==> config.mk <==
export PLATFORM = sky130hd
export DESIGN_NAME = rcdc_merge
export DESIGN_NICKNAME = d
export VERILOG_FILES = /design/src/rtl/rcdc_pkg.sv /design/src/rtl/rcdc_merge.sv
export SDC_FILE = /design/constraint.sdc
export NUM_CORES = 1
export LEC_CHECK = 0
export ABC_AREA = 1
export BUFFER_PORTS_ARGS = -buffer_cell sky130_fd_sc_hd__buf_2
export CORE_UTILIZATION = 40
export CTS_CLUSTER_DIAMETER = 200
export CTS_CLUSTER_SIZE = 10
export DETAILED_ROUTE_END_ITERATION = 6
export PLACE_DENSITY = 0.9
export SETUP_SLACK_MARGIN = 0.05
export SLEW_MARGIN = 5
export SYNTH_ARGS = -nofsm -noshare
export SYNTH_HDL_FRONTEND = slang
export SYNTH_SLANG_ARGS = --single-unit
==> constraint.sdc <==
create_clock -name clk -period 0.9 [get_ports clk]
set_clock_uncertainty 0.15 [all_clocks]
set_input_delay 0.045 -clock clk [delete_from_list [all_inputs] [get_ports clk]]
set_output_delay 0.045 -clock clk [all_outputs]
set_load 0.01 [all_outputs]
==> src/rtl/rcdc_pkg.sv <==
// Shared constants, register indexes and inter-module types of the RGB 3x3
// convolution filter. No dependencies.
package rcdc_pkg;

  // Default sizes, handed to the top level as parameter defaults.
  localparam int DEF_MAX_WIDTH  = 1024;
  localparam int DEF_MAX_HEIGHT = 1024;
  localparam int DEF_COEF_BITS  = 12;

  // Kernel geometry and pixel range.
  localparam int KSIZE   = 3;
  localparam int TAPS    = KSIZE * KSIZE;
  localparam int PIX_W   = 8;
  localparam int PIX_MAX = 255;
  localparam int NLANES  = 3;

  // Fixed widths of the configuration and result fields.
  localparam int DIV_W  = 12;
  localparam int SIZE_W = 11;
  localparam int POS_W  = 10;

  // Configuration register indexes.
  localparam int CFG_AW = 3;
  localparam logic [CFG_AW-1:0] REG_COEF_TOP    = 3'd0;
  localparam logic [CFG_AW-1:0] REG_COEF_MID    = 3'd1;
  localparam logic [CFG_AW-1:0] REG_COEF_BOTTOM = 3'd2;
  localparam logic [CFG_AW-1:0] REG_DIVISOR     = 3'd3;
  localparam logic [CFG_AW-1:0] REG_WIDTH       = 3'd4;
  localparam logic [CFG_AW-1:0] REG_HEIGHT      = 3'd5;

  // Status and result of one colour lane.
  typedef struct packed {
    logic             done;
    logic [PIX_W-1:0] value;
  } lane_res_t;

  // Position and frame marker of the interior pixel in flight.
  typedef struct packed {
    logic [POS_W-1:0] row;
    logic [POS_W-1:0] col;
    logic             last;
  } pos_t;

endpackage

==> src/rtl/rcdc_merge.sv <==
// Merging stage: joins the three lane results and the pixel position into
// the output word register. Uses rcdc_pkg.
module rcdc_merge (
  input  logic                                        clk,
  input  logic                                        rst_n,
  input  logic                                        load_i,
  input  logic [rcdc_pkg::NLANES-1:0][rcdc_pkg::PIX_W-1:0] value_i,
  input  rcdc_pkg::pos_t                              pos_i,
  output logic                                        ready_o,
  output logic                                        out_tvalid,
  input  logic                                        out_tready,
  output logic [47:0]                                 out_tdata,
  output logic                                        out_tlast
);
  import rcdc_pkg::*;

  logic        valid_r;
  logic [47:0] data_r;
  logic        last_r;

  assign ready_o = !valid_r || out_tready;

  // Valid flag of the output register.
  always_ff @(posedge clk) begin
    if (!rst_n) begin
      valid_r <= 1'b0;
    end else if (load_i) begin
      valid_r <= 1'b1;
    end else if (out_tready) begin
      valid_r <= 1'b0;
    end
  end

  // Output word: red, green, blue, row, column from bit 0 up.
  always_ff @(posedge clk) begin
    if (load_i) begin
      data_r <= {4'b0, pos_i.col, pos_i.row, value_i[2], value_i[1], value_i[0]};
      last_r <= pos_i.last;
    end
  end

  assign out_tvalid = valid_r;
  assign out_tdata  = data_r;
  assign out_tlast  = last_r;

endmodule

==> qor.yml, run 1 <==
n_antenna_cell: 0
num-nets-final: 254
status: "finished with violations"
finalSetupViolCount: 47
crit_family: "flip-flops"
cts_hold_buf: 46
cts.sinks: 46
drive_above_1_share: 0.512
grt_pass1_vias: 1059
finalCriticalPeriod_ns: 1.10
vias: 1083
critPathLaunchType: "flip-flop"
die-area_um2: 3820
max_freq_mhz: 910
die_height_um: 61.8
core_area_um2: 3390
grt_use_total: 0.179
post-route-period-util: 1.22
r2r_end: "out_tvalid$_SDFFE_PN0P_"
drt-wirelength-per-cell_um: 12.9
cp-end-kind: "output port"
critical_path_arrival_ns: 0.90
place_inst: 198
synth.area.top_cells: "edfxtp_1, buf_4, dfxtp_1"
path_depth: 1
crit_slowest_cell: "edfxtp_1"
drc_errors: 0
netlist_area_um2: 1430
hp-class: "in -> reg"
viasPerCell: 4.31
hold_viol_final: 16
cts_buffers: 5
yosysTopAreaCell: "edfxtp_1"
ant_nets: 0
grt_pass1_wl_um: 4500
reg2reg_slack_ns: 0.15
cp-endpoint: "out_tdata[35]"
clk_pin_slew_worst_paths_ns: 0.12
grt_start_max_net_pins: 31
design_area_um2: 2500
place_area_um2: 1990
start_util: 0.422
tns_ns: -7.17
drv_cap: 0
syn_area_per_cell_um2: 25.6
ys_seq_elements: 46
power_density_nw_per_um2: 1600
synthToLayoutAreaGrowth_pct: 75.0
portBuffers: 95
antenna_found_initial: 0
ff2ff_path_depth: 2
syn_inst: 56
slew_violations: 0
final_cells: 251
rows: 21
ys_seq_area_frac: 0.958
whs_ns: -0.175
synth_top_area_frac: 0.944
postCtsSetupBuffers: 0
io_pins: 100
layout_commonest_cell: "buf_2"
clockBufferDepth: 2
required_ns: 0.70
die_x_um: 61.8
fin_ws_ns: -0.199
path_buf_inv: 1
yosys_warnings: 0
wl_um: 3230
grt_setup_unrepaired: "true"
synth_cell_types: 7
cts_tree: "done"
critPathKind: "reg -> out"
p_total_uw: 4010
h-tree-depth: 2
cts-root-buf: "clkbuf_4"
vdd.ir_drop.worst_mv: 1.06
worstPathCellList: "buf_2"
violations: "negative hold slack, negative setup slack"
place_congestion: 0.626
critical-path-max-stage-delay_ns: 0.41
min_from: "out_tready"
worstSetupStartpoint: "out_tdata[35]$_DFFE_PP_"
mostFrequentLayoutCells: "buf_2, dlygate4sd3_1, edfxtp_1"
grt_overflow_total: 0
clkLatencyLatePin_ns: 0.34
p_leak_uw: 0.00110
drtIter0Drc: 30
regToRegStartpoint: "out_tvalid$_SDFFE_PN0P_"
cp_max_fo: 1
dp_hpwl_um: 1790
dr.pass1.iters: 3
==> state kept, by name, summed over array words and instances (netlist names) <==
name and flops:
out_tdata 44, out_tvalid 1, out_tlast 1
==> routing by layer <==
layer,GRT usage,part of all wire,vias up
li1,-,-,503
met1,0.181,0.36,500
met2,0.301,0.51,68
met3,0.0932,0.093,12
met4,0.0952,0.031,0
met5,0,0,-
==> through the flow <==
step / worst slack [ns] / util / hold WS, ns
floorplan: 0.113 / - / -0.00613
global placement: 0.0595 / 0.586 / 0.0722
detailed placement: 0.0458 / 0.586 / 0.0731
CTS: -0.199 / 0.737 / -0.195
global route: -0.258 / 0.739 / -0.197
finish: -0.199 / 0.739 / -0.175
==> synth_stat cells <==
cell type / n
buf_4: 4
inv_1: 3
a21oi_2: 1
edfxtp_1: 45
conb_1: 1
dfxtp_1: 1
nand2_2: 1
==> how the worst min path moves through the flow <==
stage / end / slack (ns) / cells past startpoint
after floorplan: out_tdata[0]$_DFFE_PP_ / -0.006 / 0
after global placement: out_tdata[32]$_DFFE_PP_ / 0.07 / 1
after detailed placement: out_tdata[32]$_DFFE_PP_ / 0.07 / 1
after CTS: out_tvalid$_SDFFE_PN0P_ / -0.20 / 4
after global routing: out_tvalid$_SDFFE_PN0P_ / -0.20 / 4
final: out_tvalid$_SDFFE_PN0P_ / -0.17 / 4
==> kinds of logic (layout without fill, tap and decap cells) <==
group,count (synthesis),count (layout),share of synthesized area
AO/OA/AOI/OAI,1,1,0.00612
buffers and inverters,7,153,0.0288
flip-flops,46,46,0.958
other,1,4,0.00262
AND/OR/NAND/NOR,1,1,0.00437
==> final cells by class <==
class                           instances  area (um2)
Inverter                                3        11.3
Timing Repair Buffer                  143         988
Multi-Input combinational cell          6        30.0
Tap cell                               46        57.6
Sequential cell                        46        1370
Fill cell                             213         885
Clock buffer                            7        45.0
==> timing repair <==
item / CTS / global route
pin swaps: 1 / 0
setup endpoints to repair: 47 / 47
hold endpoints to repair: 61 / 16
cloned: 0 / 0
resized for setup: 2 / 1
==> report_power, final <==
group | internal, uW | leakage [uW] | switching (uW)
clock network | 295 | 0.0000254 | 551
logic | 334 | 0.000621 | 258
registers | 2530 | 0.000449 | 39.4
Note: power is estimated with default switching activity, not from simulation.
==> run 2, diff against run 1 <==
CORE_UTILIZATION = 43   (was 40)
PLACE_DENSITY = 0.95   (was 0.9)
SKIP_LAST_GASP = 1   (was unset)
clock period = 1.3 ns   (was 0.9 ns; I/O delays follow)
==> run 2 against run 1 <==
Effect of this change:
- the flow now finishes without violations
- clock power decreased by 29%
- global-route usage grew 2.7 points
- non-clock buffer count increased by 1
- die area decreased by 6.8%
- design area is 0.25% lower
- critical path depth increased by 4
==> qor.yml, run 2 (synthesis results as in run 1) <==
status: "finished clean"
r2r_end: "out_tvalid$_SDFFE_PN0P_"
grt_setup_unrepaired: "false"
wl_um: 3420  # +5.7%
grt_pass1_wl_um: 4900  # +8.9%
place_area_um2: 1980  # -0.13%
required_ns: 1.09  # +0.39 ns
power_density_nw_per_um2: 1120  # -30%
rows: 20  # -4.8%
grt_start_max_net_pins: 24  # -23%
critical-path-max-stage-delay_ns: 0.53  # +0.12 ns
core_area_um2: 3100  # -8.5%
synthToLayoutAreaGrowth_pct: 74.6
post-route-period-util: 0.925
n_antenna_cell: 0  # unchanged
vias: 1062  # -1.9%
cpMostUsedCell: "buf_2"
drc_errors: 0  # unchanged
critPathKind: "in -> out"
holdPathStages: 2  # -2
hold_viol_final: 0  # -16
cts_buffers: 5  # unchanged
cp-endpoint: "ready_o"
tns_ns: 0  # +7.17 ns
crit_slowest_cell: "dlygate4sd3_1"
p_total_uw: 2790  # -30%
final_core_util: 0.805  # +0.0662
die_height_um: 59.7  # -3.4%
finalCriticalPeriod_ns: 1.20
reg2reg_slack_ns: 0.53  # +0.38 ns
largest_reg_flops: 44  # unchanged
cp-end-kind: "output port"
grt_overflow_total: 0  # unchanged
die_x_um: 59.7  # -3.4%
finalSetupViolCount: 0  # -100%
die-area_um2: 3560  # -6.8%
postCtsSetupBuffers: 0  # unchanged
p_leak_uw: 0.00109  # about the same
slew_violations: 0  # unchanged
regToRegStartpoint: "out_tvalid$_SDFFE_PN0P_"
design_area_um2: 2500  # -0.25%
io_pins: 100  # unchanged
grt_use_total: 0.206  # +0.0269
clk_pin_slew_worst_paths_ns: 0.11  # about the same
h-tree-depth: 2  # unchanged
cts-root-buf: "clkbuf_4"
dp_hpwl_um: 1930  # +7.6%
grt_pass1_vias: 1133  # +7.0%
drv_cap: 0  # unchanged
layout_commonest_cell: "buf_2"
cts.sinks: 46  # unchanged
start_util: 0.461  # +0.0390
ff2ff_path_depth: 2  # unchanged
place_congestion: 0.631  # +0.91%
drt-wirelength-per-cell_um: 13.7  # +6.1%
drtIter0Drc: 25  # -17%
portBuffers: 95  # unchanged
vdd.ir_drop.worst_mv: 0.875  # -17%
hp-class: "in -> reg"
clockBufferDepth: 2  # unchanged
dr.pass1.iters: 4  # +1
max_freq_mhz: 832
dpl_worst_slack_ns: 0.445  # +0.400 ns
fin_ws_ns: 0.0977  # +0.297 ns
viasPerCell: 4.25  # -1.5%
antenna_found_initial: 0  # unchanged
critical_path_arrival_ns: 0.99  # +0.09 ns
cts_tree: "done"
worstPathCellList: "dlygate4sd3_1, buf_2, inv_1, nand2_2, buf_2"
ant_nets: 0  # unchanged
drive_above_1_share: 0.505  # -0.00734
mostFrequentLayoutCells: "buf_2, dlygate4sd3_1, edfxtp_1"
clkLatencyLatePin_ns: 0.34  # about the same
num-nets-final: 255  # +0.39%
critPathLaunchType: "input pin"
worstSetupStartpoint: "out_tready"
cp_max_fo: 2  # +1
==> run 2: how the worst min path moves through the flow <==
stage / from / end / slack (ns)
after floorplan: value_i[0] / out_tdata[0]$_DFFE_PP_ / 0.01
after global placement: pos_i[13] / out_tdata[26]$_DFFE_PP_ / 0.09
after detailed placement: value_i[14] / out_tdata[14]$_DFFE_PP_ / 0.09
after CTS: load_i / out_tvalid$_SDFFE_PN0P_ / 0.01
after global routing: load_i / out_tdata[21]$_DFFE_PP_ / 0.02
final: load_i / out_tdata[5]$_DFFE_PP_ / 0.03
==> run 2: power by group <==
part	internal, uW	switching [uW]	leakage, uW
clock network	205	393	0.0000254
registers	1750	29.4	0.000449
logic	230	179	0.000621
==> run 2: what timing repair did <==
action                                 in CTS  in global routing
gates resized for setup                     0                  0
hold buffers                               47                  0
endpoints found under the hold margin      46                  0
==> run 2: metal layers <==
layer / global-route usage / wire length, um / vias to the layer above
met2: 0.395 / 1920 / 68
met5: 0 / 0 / -
met3: 0.0931 / 319 / 6
met4: 0.0797 / 49 / 0
met1: 0.183 / 1130 / 486
li1: - / - / 502
==> run 2: per-stage QoR <==
step	hold slack [ns]	instances
after detailed placement	0.0931	196
after CTS	0.0139	250
after global routing	0.0175	250
after global placement	0.0912	196
after floorplan	0.0139	59
final	0.0314	250
==> run 2: critical path: cells and delay by family <==
kind                   cells  cell delay (ns)
buffers and inverters      4             0.87
AND/OR/NAND/NOR            1             0.06
==> run 2: area by class of cell <==
cell class | instances | area (um2)
Sequential cell | 46 | 1370
Timing Repair Buffer | 144 | 986
Fill cell | 196 | 604
Tap cell | 44 | 55.1
Clock buffer | 7 | 45.0
Multi-Input combinational cell | 6 | 30.0
Inverter | 3 | 11.3
==> run 3, diff against run 2 <==
CTS_BUF_LIST = sky130_fd_sc_hd__clkbuf_16   (was unset)
==> run 3 against run 2 <==
Effect of this change:
- via count is 0.28% higher
- non-clock buffer count unchanged
- global-route usage is 0.51 points lower
- wire length down 1.9%
- clock power increased by 92%
- combinational power about the same
- sequential power hardly changed
- design area is 3.5% higher
- critical endpoint unchanged
- setup slack improved by 0.011 ns
==> qor.yml, run 3 (synthesis results as in run 1) <==
fin_ws_ns: 0.108  # +0.0105 ns
grt_pass1_vias: 1147  # +1.2%
clkLatencyLatePin_ns: 0.28  # -0.06 ns
synthToLayoutAreaGrowth_pct: 80.7
finalCriticalPeriod_ns: 1.19  # -0.0105 ns
cts_hold_buf: 47  # unchanged
critPathLaunchType: "input pin"
max_freq_mhz: 839  # +0.88%
grt_setup_unrepaired: "false"
finalSetupViolCount: 0  # unchanged
p_total_uw: 3340  # +20%
wl_um: 3350  # -1.9%
reg2reg_slack_ns: 0.57  # +0.04 ns
drt-wirelength-per-cell_um: 13.4  # -1.9%
status: "finished clean"
critPathKind: "in -> out"
dpl_worst_slack_ns: 0.445  # unchanged
critical-path-max-stage-delay_ns: 0.53  # about the same
cp_max_fo: 2  # unchanged
ant_nets: 0  # unchanged
hold_viol_final: 0  # unchanged
viasPerCell: 4.26  # +0.28%
mostFrequentLayoutCells: "buf_2, dlygate4sd3_1, edfxtp_1"
cts_buffers: 5  # unchanged
cts_tree: "done"
regArea_um2: 1370  # unchanged
vias: 1065  # +0.28%
worstPathCellList: "dlygate4sd3_1, buf_2, inv_1, nand2_2, buf_2"
drive_above_1_share: 0.505  # unchanged
core_area_um2: 3100  # unchanged
rows: 20  # unchanged
hp-class: "in -> reg"
die_x_um: 59.7  # unchanged
multi_input_area_um2: 30.0  # unchanged
h-tree-depth: 2  # unchanged
dr.pass1.iters: 4  # unchanged
clockBufferDepth: 2  # unchanged
drv_cap: 0  # unchanged
drc_errors: 0  # unchanged
required_ns: 1.09  # about the same
critical_path_arrival_ns: 0.98  # about the same
tns_ns: 0  # unchanged
num-nets-final: 255  # unchanged
grt_overflow_total: 0  # unchanged
io_pins: 100  # unchanged
crit_slowest_cell: "dlygate4sd3_1"
largest_reg_flops: 44  # unchanged
post_cts_resize_count: 0  # unchanged
cts.sinks: 46  # unchanged
cp-end-kind: "output port"
power_density_nw_per_um2: 1290  # +16%
cpMostUsedCell: "buf_2"
layout_commonest_cell: "buf_2"
n_antenna_cell: 0  # unchanged
place_inst: 196  # unchanged
final_cells: 250  # unchanged
clk_pin_slew_worst_paths_ns: 0.06  # -0.05 ns
cts-root-buf: "clkbuf_16"
grt_start_max_net_pins: 24  # unchanged
drtIter0Drc: 24  # -4.0%
die-area_um2: 3560  # unchanged
final_core_util: 0.833  # +0.0282
post-route-period-util: 0.917  # -0.00810
portBuffers: 95  # unchanged
die_height_um: 59.7  # unchanged
vdd.ir_drop.worst_mv: 0.920  # +5.2%
p_leak_uw: 0.00114  # +4.3%
postCtsSetupBuffers: 0  # unchanged
dp_hpwl_um: 1930  # unchanged
grt_use_total: 0.201  # -0.00508
place_congestion: 0.631  # unchanged
slew_violations: 0  # unchanged
start_util: 0.461  # unchanged
antenna_found_initial: 0  # unchanged
grt_pass1_wl_um: 4900  # unchanged
nFillCells: 178  # -9.2%
## run 3: cell types whose count changed in the layout (fill, tap and decap cells not counted), sizes merged
| cell | previous run | this run |
|---|---|---|
| inv | 3 | 5 |
| clkbuf | 7 | 5 |
## run 3: per-layer routing
layer	wire length, um	up-vias	part of all wire	global-route usage
li1	-	501	-	-
met1	1090	485	0.33	0.192
met2	1850	72	0.55	0.378
met3	332	7	0.099	0.0671
met4	72	0	0.021	0.0997
met5	0	-	0	0
## run 3: path summary, 6_finish.rpt
kind / cells after the start / startpoint / endpoint
max: 5 / out_tready / ready_o
max reg2reg: 2 / out_tvalid$_SDFFE_PN0P_ / out_tvalid$_SDFFE_PN0P_
min reg2reg: 2 / out_tvalid$_SDFFE_PN0P_ / out_tvalid$_SDFFE_PN0P_
min: 2 / load_i / out_tdata[21]$_DFFE_PP_
## run 3: critical path, delay by kind of cell
family / cells / cell delay [ns]
and+or+nand+nor: 1 / 0.06
buffers and inverters: 4 / 0.84
## run 3: report_power, final
part	leakage, uW	switching, uW	internal (uW)
logic	0.000621	180	230
registers	0.000449	27.7	1760
clock network	0.0000723	461	686
## run 3: cell type report
| cell class | instances | share of cell area |
|---|---|---|
| timing repair buffer | 144 | 0.381 |
| clock inverter | 2 | 0.00290 |
| clock buffer | 5 | 0.0484 |
| multi-input combinational | 6 | 0.0116 |
| inverter | 3 | 0.00435 |
| tap | 44 | 0.0213 |
| sequential | 46 | 0.530 |
## run 3: per-stage QoR
stage,cell area [um2],hold WS (ns)
global route,2590,0.119
global placement,1980,0.0912
finish,2590,0.0985
floorplan,1440,0.0139
CTS,2590,0.100
detailed placement,1980,0.0931
