**src/rtl/rcdc_pkg.sv**
```systemverilog
// Shared constants, register indexes and inter-module types of the RGB 3x3
// convolution filter. No dependencies.
package rcdc_pkg;

  // Default sizes, handed to the top level as parameter defaults.
  localparam int DEF_MAX_WIDTH  = 1024;
  localparam int DEF_MAX_HEIGHT = 1024;
  localparam int DEF_COEF_BITS  = 12;

  // Kernel geometry and pixel range.
  localparam int KSIZE   = 3;
  localparam int TAPS    = KSIZE * KSIZE;
  localparam int PIX_W   = 8;
  localparam int PIX_MAX = 255;
  localparam int NLANES  = 3;

  // Fixed widths of the configuration and result fields.
  localparam int DIV_W  = 12;
  localparam int SIZE_W = 11;
  localparam int POS_W  = 10;

  // Configuration register indexes.
  localparam int CFG_AW = 3;
  localparam logic [CFG_AW-1:0] REG_COEF_TOP    = 3'd0;
  localparam logic [CFG_AW-1:0] REG_COEF_MID    = 3'd1;
  localparam logic [CFG_AW-1:0] REG_COEF_BOTTOM = 3'd2;
  localparam logic [CFG_AW-1:0] REG_DIVISOR     = 3'd3;
  localparam logic [CFG_AW-1:0] REG_WIDTH       = 3'd4;
  localparam logic [CFG_AW-1:0] REG_HEIGHT      = 3'd5;

  // Status and result of one colour lane.
  typedef struct packed {
    logic             done;
    logic [PIX_W-1:0] value;
  } lane_res_t;

  // Position and frame marker of the interior pixel in flight.
  typedef struct packed {
    logic [POS_W-1:0] row;
    logic [POS_W-1:0] col;
    logic             last;
  } pos_t;

endpackage

```
**src/rtl/rcdc_lane.sv**
```systemverilog
// One colour lane: serial multiply-accumulate over the nine window taps,
// then a shift-subtract divider and a clamp to 0..255. Uses rcdc_pkg.
module rcdc_lane #(
  parameter int COEF_BITS = rcdc_pkg::DEF_COEF_BITS
) (
  input  logic                                              clk,
  input  logic                                              rst_n,
  input  logic                                              start_i,
  input  logic [rcdc_pkg::TAPS-1:0][rcdc_pkg::PIX_W-1:0]    samp_i,
  input  logic [rcdc_pkg::TAPS-1:0][COEF_BITS-1:0]          coef_i,
  input  logic [rcdc_pkg::DIV_W-1:0]                        div_i,
  output rcdc_pkg::lane_res_t                               res_o
);
  import rcdc_pkg::*;

  localparam int PW    = PIX_W + 1 + COEF_BITS;
  localparam int SUM_W = PW + 4;
  localparam int DCW   = $clog2(SUM_W + 1);
  localparam int KW    = $clog2(TAPS + 1);

  localparam logic [1:0] L_IDLE = 2'd0;
  localparam logic [1:0] L_MAC  = 2'd1;
  localparam logic [1:0] L_DIV  = 2'd2;

  logic [1:0]              state_r;
  logic [KW-1:0]           k_r;
  logic [DCW-1:0]          dcnt_r;
  logic                    done_r;
  logic [PIX_W-1:0]        value_r;
  logic signed [PW-1:0]    prod_r;
  logic signed [SUM_W-1:0] acc_r;
  logic [DIV_W-1:0]        rem_r;
  logic [SUM_W-1:0]        quo_r;

  logic [KW-1:0]           sel;
  logic signed [PW-1:0]    product;
  logic signed [SUM_W-1:0] acc_sum;
  logic [DIV_W:0]          shifted;
  logic [DIV_W:0]          diff;
  logic                    ge;
  logic [SUM_W-1:0]        quo_nxt;

  // Product of the tap selected by the step counter.
  always_comb begin
    sel     = (k_r < KW'(TAPS)) ? k_r : '0;
    product = $signed({1'b0, samp_i[sel]}) * $signed(coef_i[sel]);
    acc_sum = acc_r + {{(SUM_W - PW){prod_r[PW-1]}}, prod_r};
  end

  // One quotient bit per cycle.
  always_comb begin
    shifted = {rem_r, quo_r[SUM_W-1]};
    diff    = shifted - {1'b0, div_i};
    ge      = (shifted >= {1'b0, div_i});
    quo_nxt = {quo_r[SUM_W-2:0], ge};
  end

  // Sequencer and result register.
  always_ff @(posedge clk) begin
    if (!rst_n) begin
      state_r <= L_IDLE;
      done_r  <= 1'b0;
    end else begin
      case (state_r)
        L_IDLE: begin
          if (start_i) begin
            done_r  <= 1'b0;
            state_r <= L_MAC;
          end
        end
        L_MAC: begin
          if (k_r == KW'(TAPS)) begin
            if (acc_sum <= 0) begin
              // A sum of zero or below always clamps to zero.
              value_r <= '0;
              done_r  <= 1'b1;
              state_r <= L_IDLE;
            end else begin
              state_r <= L_DIV;
            end
          end
        end
        L_DIV: begin
          if (dcnt_r == DCW'(1)) begin
            value_r <= (quo_nxt > SUM_W'(PIX_MAX)) ? PIX_W'(PIX_MAX) : quo_nxt[PIX_W-1:0];
            done_r  <= 1'b1;
            state_r <= L_IDLE;
          end
        end
        default: state_r <= L_IDLE;
      endcase
    end
  end

  // Datapath registers.
  always_ff @(posedge clk) begin
    case (state_r)
      L_IDLE: begin
        k_r   <= '0;
        acc_r <= '0;
      end
      L_MAC: begin
        if (k_r < KW'(TAPS)) begin
          prod_r <= product;
        end
        if (k_r != '0) begin
          acc_r <= acc_sum;
        end
        k_r    <= k_r + KW'(1);
        rem_r  <= '0;
        quo_r  <= acc_sum;
        dcnt_r <= DCW'(SUM_W);
      end
      L_DIV: begin
        rem_r  <= ge ? diff[DIV_W-1:0] : shifted[DIV_W-1:0];
        quo_r  <= quo_nxt;
        dcnt_r <= dcnt_r - DCW'(1);
      end
      default: k_r <= '0;
    endcase
  end

  assign res_o.done  = done_r;
  assign res_o.value = value_r;

endmodule

```
**config.mk**
```make
export PLATFORM = sky130hd
export DESIGN_NAME = rcdc_lane
export DESIGN_NICKNAME = d
export VERILOG_FILES = /design/src/rtl/rcdc_pkg.sv /design/src/rtl/rcdc_lane.sv
export SDC_FILE = /design/constraint.sdc
export NUM_CORES = 1
export LEC_CHECK = 0
export BUFFER_PORTS_ARGS = -buffer_cell sky130_fd_sc_hd__buf_2
export CORE_MARGIN = 4
export CORE_UTILIZATION = 40
export CTS_CLUSTER_SIZE = 30
export DETAILED_ROUTE_END_ITERATION = 8
export SETUP_SLACK_MARGIN = 0.15
export SLEW_MARGIN = 20
export SYNTH_ARGS = -nofsm -noshare
export SYNTH_HDL_FRONTEND = slang
export SYNTH_SLANG_ARGS = --single-unit
```
**constraint.sdc**
```tcl
create_clock -name clk -period 13.38 [get_ports clk]
set_input_delay 1.338 -clock clk [delete_from_list [all_inputs] [get_ports clk]]
set_output_delay 1.338 -clock clk [all_outputs]
set_load 0.01 [all_outputs]
```
==> impl_metrics.toml, run 1 <==
[timing]
slew_headroom_pct = 24.6
timing.clock.skew_ns = 0.00840
setup_repair_after_global_routing_missed_its_margin = "false"
max_slew.worst_pin.slew_ns = 1.13
final_min_period_over_clock_period_pct = 56.4
fmax_mhz = 133
timing_hold_violations_final = 0
final-setup-viol-count = 0
drv_slew = 0
setup-tns-final_ns = 0
post-route-min-period_ns = 7.54

[critical_path]
timing.critical_path.to_type = "flop"
arrival_ns = 7.65
worst_ep_required_time_ns = 13.49
critical_path.startpoint_type = "flop"
critical_path_peak_fanout = 32
worstSetupPathType = "reg -> reg"

[clocking]
cts-hold-fix-buffers = 0
cts.sink_count = 103
cts_max_level = 3
numCtsBuffers = 9
tritoncts_clock_tree = "done"
postCtsResizedCells = 0
clk-insertion-delay-late_ns = 0.36
clkSlewWorstSetupHoldPaths_ns = 0.08
cts-root-to-sink-buffers = 2
cts.root.buffer_cell = "sky130_fd_sc_hd__clkbuf_16"
post_cts_setup_buffers = 0

[floorplanning]
floorplan.initialDensity_pct = 40.5
die_x_um = 176
row_count = 61
chipHeight_um = 176
count_of_pins_on_the_block_boundary = 204
dieArea_um2 = 30900
fp.coreArea_um2 = 27800

[detailed_routing]
initialDrtViolationCount = 501
wl_per_cell_um = 18.1
drt_wl_total_mm = 33.0
detailedRoute.firstPassIterationCount = 5
routed_via_density = 5.32
drt_drc_violations_left = 0
drt.antenna.violating_nets = 0
dr_total_vias = 9705

[synthesis]
synthTopCellsByArea = "sky130_fd_sc_hd__edfxtp_1 27%, sky130_fd_sc_hd__fa_1 14%, sky130_fd_sc_hd__ha_1 9.8%"
syn-cell-area_um2 = 11300
synth_fp_nets = 1624
post_synth_inst_count = 1261
synthDominantCellAreaShare_pct = 26.7
synth.cells.most_frequent = "173 x sky130_fd_sc_hd__inv_1, 143 x sky130_fd_sc_hd__nand2_1, 102 x sky130_fd_sc_hd__nor2_1"
synth.ff_latch_count = 103
synth_edf_count = 100
synth.yosys.seq_area_share_pct = 27.2
proportion_of_synthesized_flip_flops_having_asynchronous_set_or_reset_pct = 0
netlist-cell-type-count = 74
synth-warning-count = 0
netlist.top_cell.by_area = "sky130_fd_sc_hd__edfxtp_1"
synthMostInstantiatedCell = "sky130_fd_sc_hd__inv_1"
ys.flop_type = "sky130_fd_sc_hd__edfxtp_1"
syn_area_per_cell_um2 = 8.92

[min_path]
min-delay-path-class = "reg -> reg"

[place]
gp_routability_congestion = 0.984
placed_cell_area_um2 = 12700
dp_hpwl_mm = 27.3
io_buffer_count = 203

[flow_run]
maxcap_violations = 0

[global_routing]
globalRoute.totalOverflow = 0
grt_antenna_before_repair = 0
grt_start_max_net_pins = 47
groute.usage.overall_pct = 21.1
via_count_of_the_first_global_routing_pass = 9949
first_pass_grt_wire_length_mm = 52.0

[finish]
final_cell_area_um2 = 13000
nets = 1803
layout-drive-gt1-share_pct = 19.3
antennaDiodeCount = 0
synthesis_to_finish_area_growth_pct = 15.3

[outcome]
outcome = "finished, final reports clean"
## worst max-delay path, cell delays in order, from the launching register on
cell and delay, ns:
sky130_fd_sc_hd__edfxtp_1 0.59, sky130_fd_sc_hd__inv_1 0.30, sky130_fd_sc_hd__nand2_2 0.43, sky130_fd_sc_hd__buf_4 0.44
sky130_fd_sc_hd__nand2_1 0.11, sky130_fd_sc_hd__a32oi_1 0.32, sky130_fd_sc_hd__o21ai_0 0.15, sky130_fd_sc_hd__o21ai_1 0.65
sky130_fd_sc_hd__nand2_1 0.17, sky130_fd_sc_hd__fa_1 0.54, sky130_fd_sc_hd__inv_1 0.05, sky130_fd_sc_hd__fa_1 0.45
sky130_fd_sc_hd__ha_1 0.29, sky130_fd_sc_hd__inv_1 0.05, sky130_fd_sc_hd__fa_1 0.53, sky130_fd_sc_hd__inv_1 0.08
sky130_fd_sc_hd__fa_1 0.49, sky130_fd_sc_hd__a21o_1 0.21, sky130_fd_sc_hd__a21oi_1 0.22, sky130_fd_sc_hd__o21bai_1 0.13
sky130_fd_sc_hd__a211o_1 0.32, sky130_fd_sc_hd__nand3_1 0.09, sky130_fd_sc_hd__a31oi_1 0.15, sky130_fd_sc_hd__nand4_1 0.14
sky130_fd_sc_hd__nand4b_1 0.10, sky130_fd_sc_hd__a21oi_1 0.19, sky130_fd_sc_hd__xnor2_1 0.09
## layout by cell type (no fill, tap or decap), types with 7 or more instances in the layout
master                      Yosys  routed
sky130_fd_sc_hd__buf_2          5     203
sky130_fd_sc_hd__inv_1        173     173
sky130_fd_sc_hd__nand2_1      143     142
sky130_fd_sc_hd__nor2_1       102     102
sky130_fd_sc_hd__edfxtp_1     100     100
sky130_fd_sc_hd__ha_1          88      88
sky130_fd_sc_hd__fa_1          80      80
sky130_fd_sc_hd__a21oi_1       58      56
sky130_fd_sc_hd__o21ai_0       48      48
sky130_fd_sc_hd__mux2i_1       34      34
sky130_fd_sc_hd__nand3_1       33      33
sky130_fd_sc_hd__xnor2_1       31      31
sky130_fd_sc_hd__nor2b_1       27      27
sky130_fd_sc_hd__a211oi_1      23      23
sky130_fd_sc_hd__a31oi_1       20      20
sky130_fd_sc_hd__and2_1        18      18
sky130_fd_sc_hd__nand2b_1      16      16
sky130_fd_sc_hd__o31ai_1       16      16
sky130_fd_sc_hd__buf_4          1      16
sky130_fd_sc_hd__xor2_1        15      15
sky130_fd_sc_hd__mux2_2        14      14
sky130_fd_sc_hd__o22ai_1       12      12
sky130_fd_sc_hd__nor3_1        12      12
sky130_fd_sc_hd__and3_1        12      12
sky130_fd_sc_hd__or2_2         10      10
sky130_fd_sc_hd__a32oi_1       10      10
sky130_fd_sc_hd__a21o_1         9       9
sky130_fd_sc_hd__a211o_1        9       9
sky130_fd_sc_hd__clkbuf_16      0       9
sky130_fd_sc_hd__or3_1          7       7
## layer usage
metal	share of wire, %	track usage, %	up-vias
met5	0	0	-
met4	4.7	9.78	0
met3	4.2	2.63	64
met2	51	39.2	297
met1	40	24.2	4610
li1	-	-	4734
## layout make-up
cell class | instances | area, um2
clock inverters | 7 | 67.6
repair buffers | 219 | 1140
flip-flops and latches | 103 | 3060
well taps | 378 | 473
multi-input cells | 933 | 7350
inverters | 174 | 653
clock buffers | 9 | 225
fillers | 2791 | 14800
## worst paths after layout
kind | start | endpoint | slack, ns | depth (start not counted)
hold reg to reg | done_r | done_r | 0.47 | 2
setup reg to reg | k_r[3] | prod_r[20] | 5.84 | 26
hold / removal | done_r | done_r | 0.47 | 2
setup / recovery | k_r[3] | prod_r[20] | 5.84 | 26
## per-stage QoR
stage	cells	hold slack, ns	worst slack, ns	util [%]
after global placement	1807	0.443	6.08	45.6
after detailed placement	1807	0.455	5.92	45.6
final	1823	0.467	5.84	46.7
after floorplan	1261	0.435	7.03	-
after CTS	1823	0.465	5.89	46.7
after global routing	1823	0.493	5.25	46.7
## registers in the layout, summed over array words and instances, names as in the netlist
name and flops:
dcnt_r 5, state_r 2, k_r 4, rem_r 12, value_r 8, quo_r 25, done_r 1, acc_r 25
prod_r 21
## cell families (layout without fill, tap and decap cells)
| logic type | Yosys count | in the layout | share of synthesized area (%) |
|---|---|---|---|
| AND/OR/NAND/NOR | 404 | 404 | 16.9 |
| flip-flops | 103 | 103 | 27.2 |
| multiplexers | 50 | 50 | 4.83 |
| AO/OA/AOI/OAI | 265 | 265 | 15.8 |
| XOR/XNOR | 46 | 46 | 3.58 |
| buffers and inverters | 225 | 409 | 7.66 |
| adder cells (fa/ha/maj) | 168 | 168 | 24.0 |
Power of run 1 is left out: the tool's default activity adds up to more than one toggle a clock period on the data nets, which glitch-free logic cannot reach.
==> inputs of run 2 (changes only) <==
==> constraint.sdc (replaced) <==
create_clock -name clk -period 7.2 [get_ports clk]
set_input_delay 0.72 -clock clk [delete_from_list [all_inputs] [get_ports clk]]
set_output_delay 0.72 -clock clk [all_outputs]
set_load 0.01 [all_outputs]
==> impl_metrics.toml, run 2 (same netlist as run 1, synthesis figures left out) <==
[timing]
setup-tns-final_ns = 0
drv_slew = 0
timing.clock.skew_ns = 0.0165
final-setup-viol-count = 0
final_min_period_over_clock_period_pct = 91.5
hold-worst-slack_ns = 0.460
setup_slack_ns = 0.611
fmax_mhz = 152
max_slew.worst_pin.slew_ns = 1.14
setup_repair_after_global_routing_missed_its_margin = "true"
slew_headroom_pct = 23.2
timing_hold_violations_final = 0
post-route-min-period_ns = 6.59

[clocking]
tritoncts_clock_tree = "done"
clk-insertion-delay-late_ns = 0.36
clkSlewWorstSetupHoldPaths_ns = 0.08
cts.root.buffer_cell = "sky130_fd_sc_hd__clkbuf_16"
cts_max_level = 3
cts-root-to-sink-buffers = 2
cts-hold-fix-buffers = 0
numCtsBuffers = 9
cts.sink_count = 103

[floorplanning]
die_x_um = 176
chipHeight_um = 176
row_count = 61
floorplan.initialDensity_pct = 40.5
dieArea_um2 = 30900
fp.coreArea_um2 = 27800
count_of_pins_on_the_block_boundary = 204

[detailed_routing]
wl_per_cell_um = 18.0
dr_total_vias = 9782
detailedRoute.firstPassIterationCount = 5
drt.antenna.violating_nets = 0
initialDrtViolationCount = 492
routed_via_density = 5.32
drt_wl_total_mm = 33.0
drt_drc_violations_left = 0

[critical_path]
worst_ep_required_time_ns = 7.31
critical_path.startpoint_type = "flop"
arrival_ns = 6.70
critical_path_peak_fanout = 15
timing.critical_path.to_type = "flop"
worstSetupPathType = "reg -> reg"
reg2reg_setup_slack_ns = 0.61

[place]
dp_hpwl_mm = 27.3
pre_cts_ws_ns = 0.566
io_buffer_count = 203
gp_routability_congestion = 1.04

[global_routing]
first_pass_grt_wire_length_mm = 53.3
via_count_of_the_first_global_routing_pass = 10100
groute.usage.overall_pct = 21.5
grt_antenna_before_repair = 2
globalRoute.totalOverflow = 0
grt_start_max_net_pins = 47

[min_path]
min-delay-path-class = "reg -> reg"

[finish]
nets = 1819
synthesis_to_finish_area_growth_pct = 16.6
layout_commonest_cell = "sky130_fd_sc_hd__buf_2"
layout-drive-gt1-share_pct = 20.3
post-route-util_pct = 47.2
biggestRegsByFlops = "acc_r (25), quo_r (25), prod_r (21)"
layout.cells.most_common_list = "203 x sky130_fd_sc_hd__buf_2, 173 x sky130_fd_sc_hd__inv_1, 142 x sky130_fd_sc_hd__nand2_1, 102 x sky130_fd_sc_hd__nor2_1, 100 x sky130_fd_sc_hd__edfxtp_1"

[flow_run]
maxcap_violations = 0

[outcome]
outcome = "finished, final reports clean"
## run 2: what timing repair did
item,4_1_cts,5_1_grt
buffers inserted,0,0
endpoints found under the setup margin,0,4
resized for setup,0,3
## run 2: routing by layer
layer  vias up  wire length, um  track usage, %
li1       4775                -               -
met1      4628            13900            26.6
met2       310            16100            37.7
met3        69             1540            2.73
met4         0             1470            9.29
met5         -                0               0
## run 2: path summary, 6_finish.rpt
kind,startpoint,to,cells after the start
worst min-delay path,done_r,done_r,2
worst max register to register,k_r[0],prod_r[20],27
worst min register to register,done_r,done_r,2
worst max-delay path,k_r[0],prod_r[20],27
## run 2: critical path: stages (launching register included)
cell	delay [ns]
sky130_fd_sc_hd__edfxtp_1	0.51
sky130_fd_sc_hd__inv_1	0.27
sky130_fd_sc_hd__ha_1	0.19
sky130_fd_sc_hd__nand2b_1	0.22
sky130_fd_sc_hd__or2_2	0.50
sky130_fd_sc_hd__nand2_1	0.10
sky130_fd_sc_hd__o22ai_1	0.09
sky130_fd_sc_hd__nor2_1	0.11
sky130_fd_sc_hd__buf_4	0.20
sky130_fd_sc_hd__nand2_1	0.09
sky130_fd_sc_hd__fa_1	0.54
sky130_fd_sc_hd__inv_1	0.05
sky130_fd_sc_hd__fa_1	0.45
sky130_fd_sc_hd__ha_1	0.29
sky130_fd_sc_hd__inv_1	0.05
sky130_fd_sc_hd__fa_1	0.52
sky130_fd_sc_hd__inv_1	0.07
sky130_fd_sc_hd__fa_1	0.45
sky130_fd_sc_hd__a21o_1	0.20
sky130_fd_sc_hd__a21oi_1	0.23
sky130_fd_sc_hd__o21bai_1	0.13
sky130_fd_sc_hd__a211o_1	0.33
sky130_fd_sc_hd__nand3_1	0.10
sky130_fd_sc_hd__a31oi_1	0.16
sky130_fd_sc_hd__nand4_1	0.13
sky130_fd_sc_hd__nand4b_1	0.09
sky130_fd_sc_hd__a21oi_1	0.18
sky130_fd_sc_hd__xnor2_1	0.07
## run 2: stage by stage
step                      instances  instance area, um2
after floorplan                1261               11300
after global placement         1823               12800
after detailed placement       1823               12800
after CTS                      1839               13100
after global routing           1840               13100
final                          1840               13100
## run 2: cell type report
class | instances | area (um2)
clock buffers | 9 | 225
fillers | 2768 | 14700
clock inverters | 7 | 76.3
diodes | 1 | 2.50
inverters | 174 | 653
repair buffers | 235 | 1260
flip-flops and latches | 103 | 3060
multi-input cells | 933 | 7370
well taps | 378 | 473
Power of run 2 is left out for the same reason.
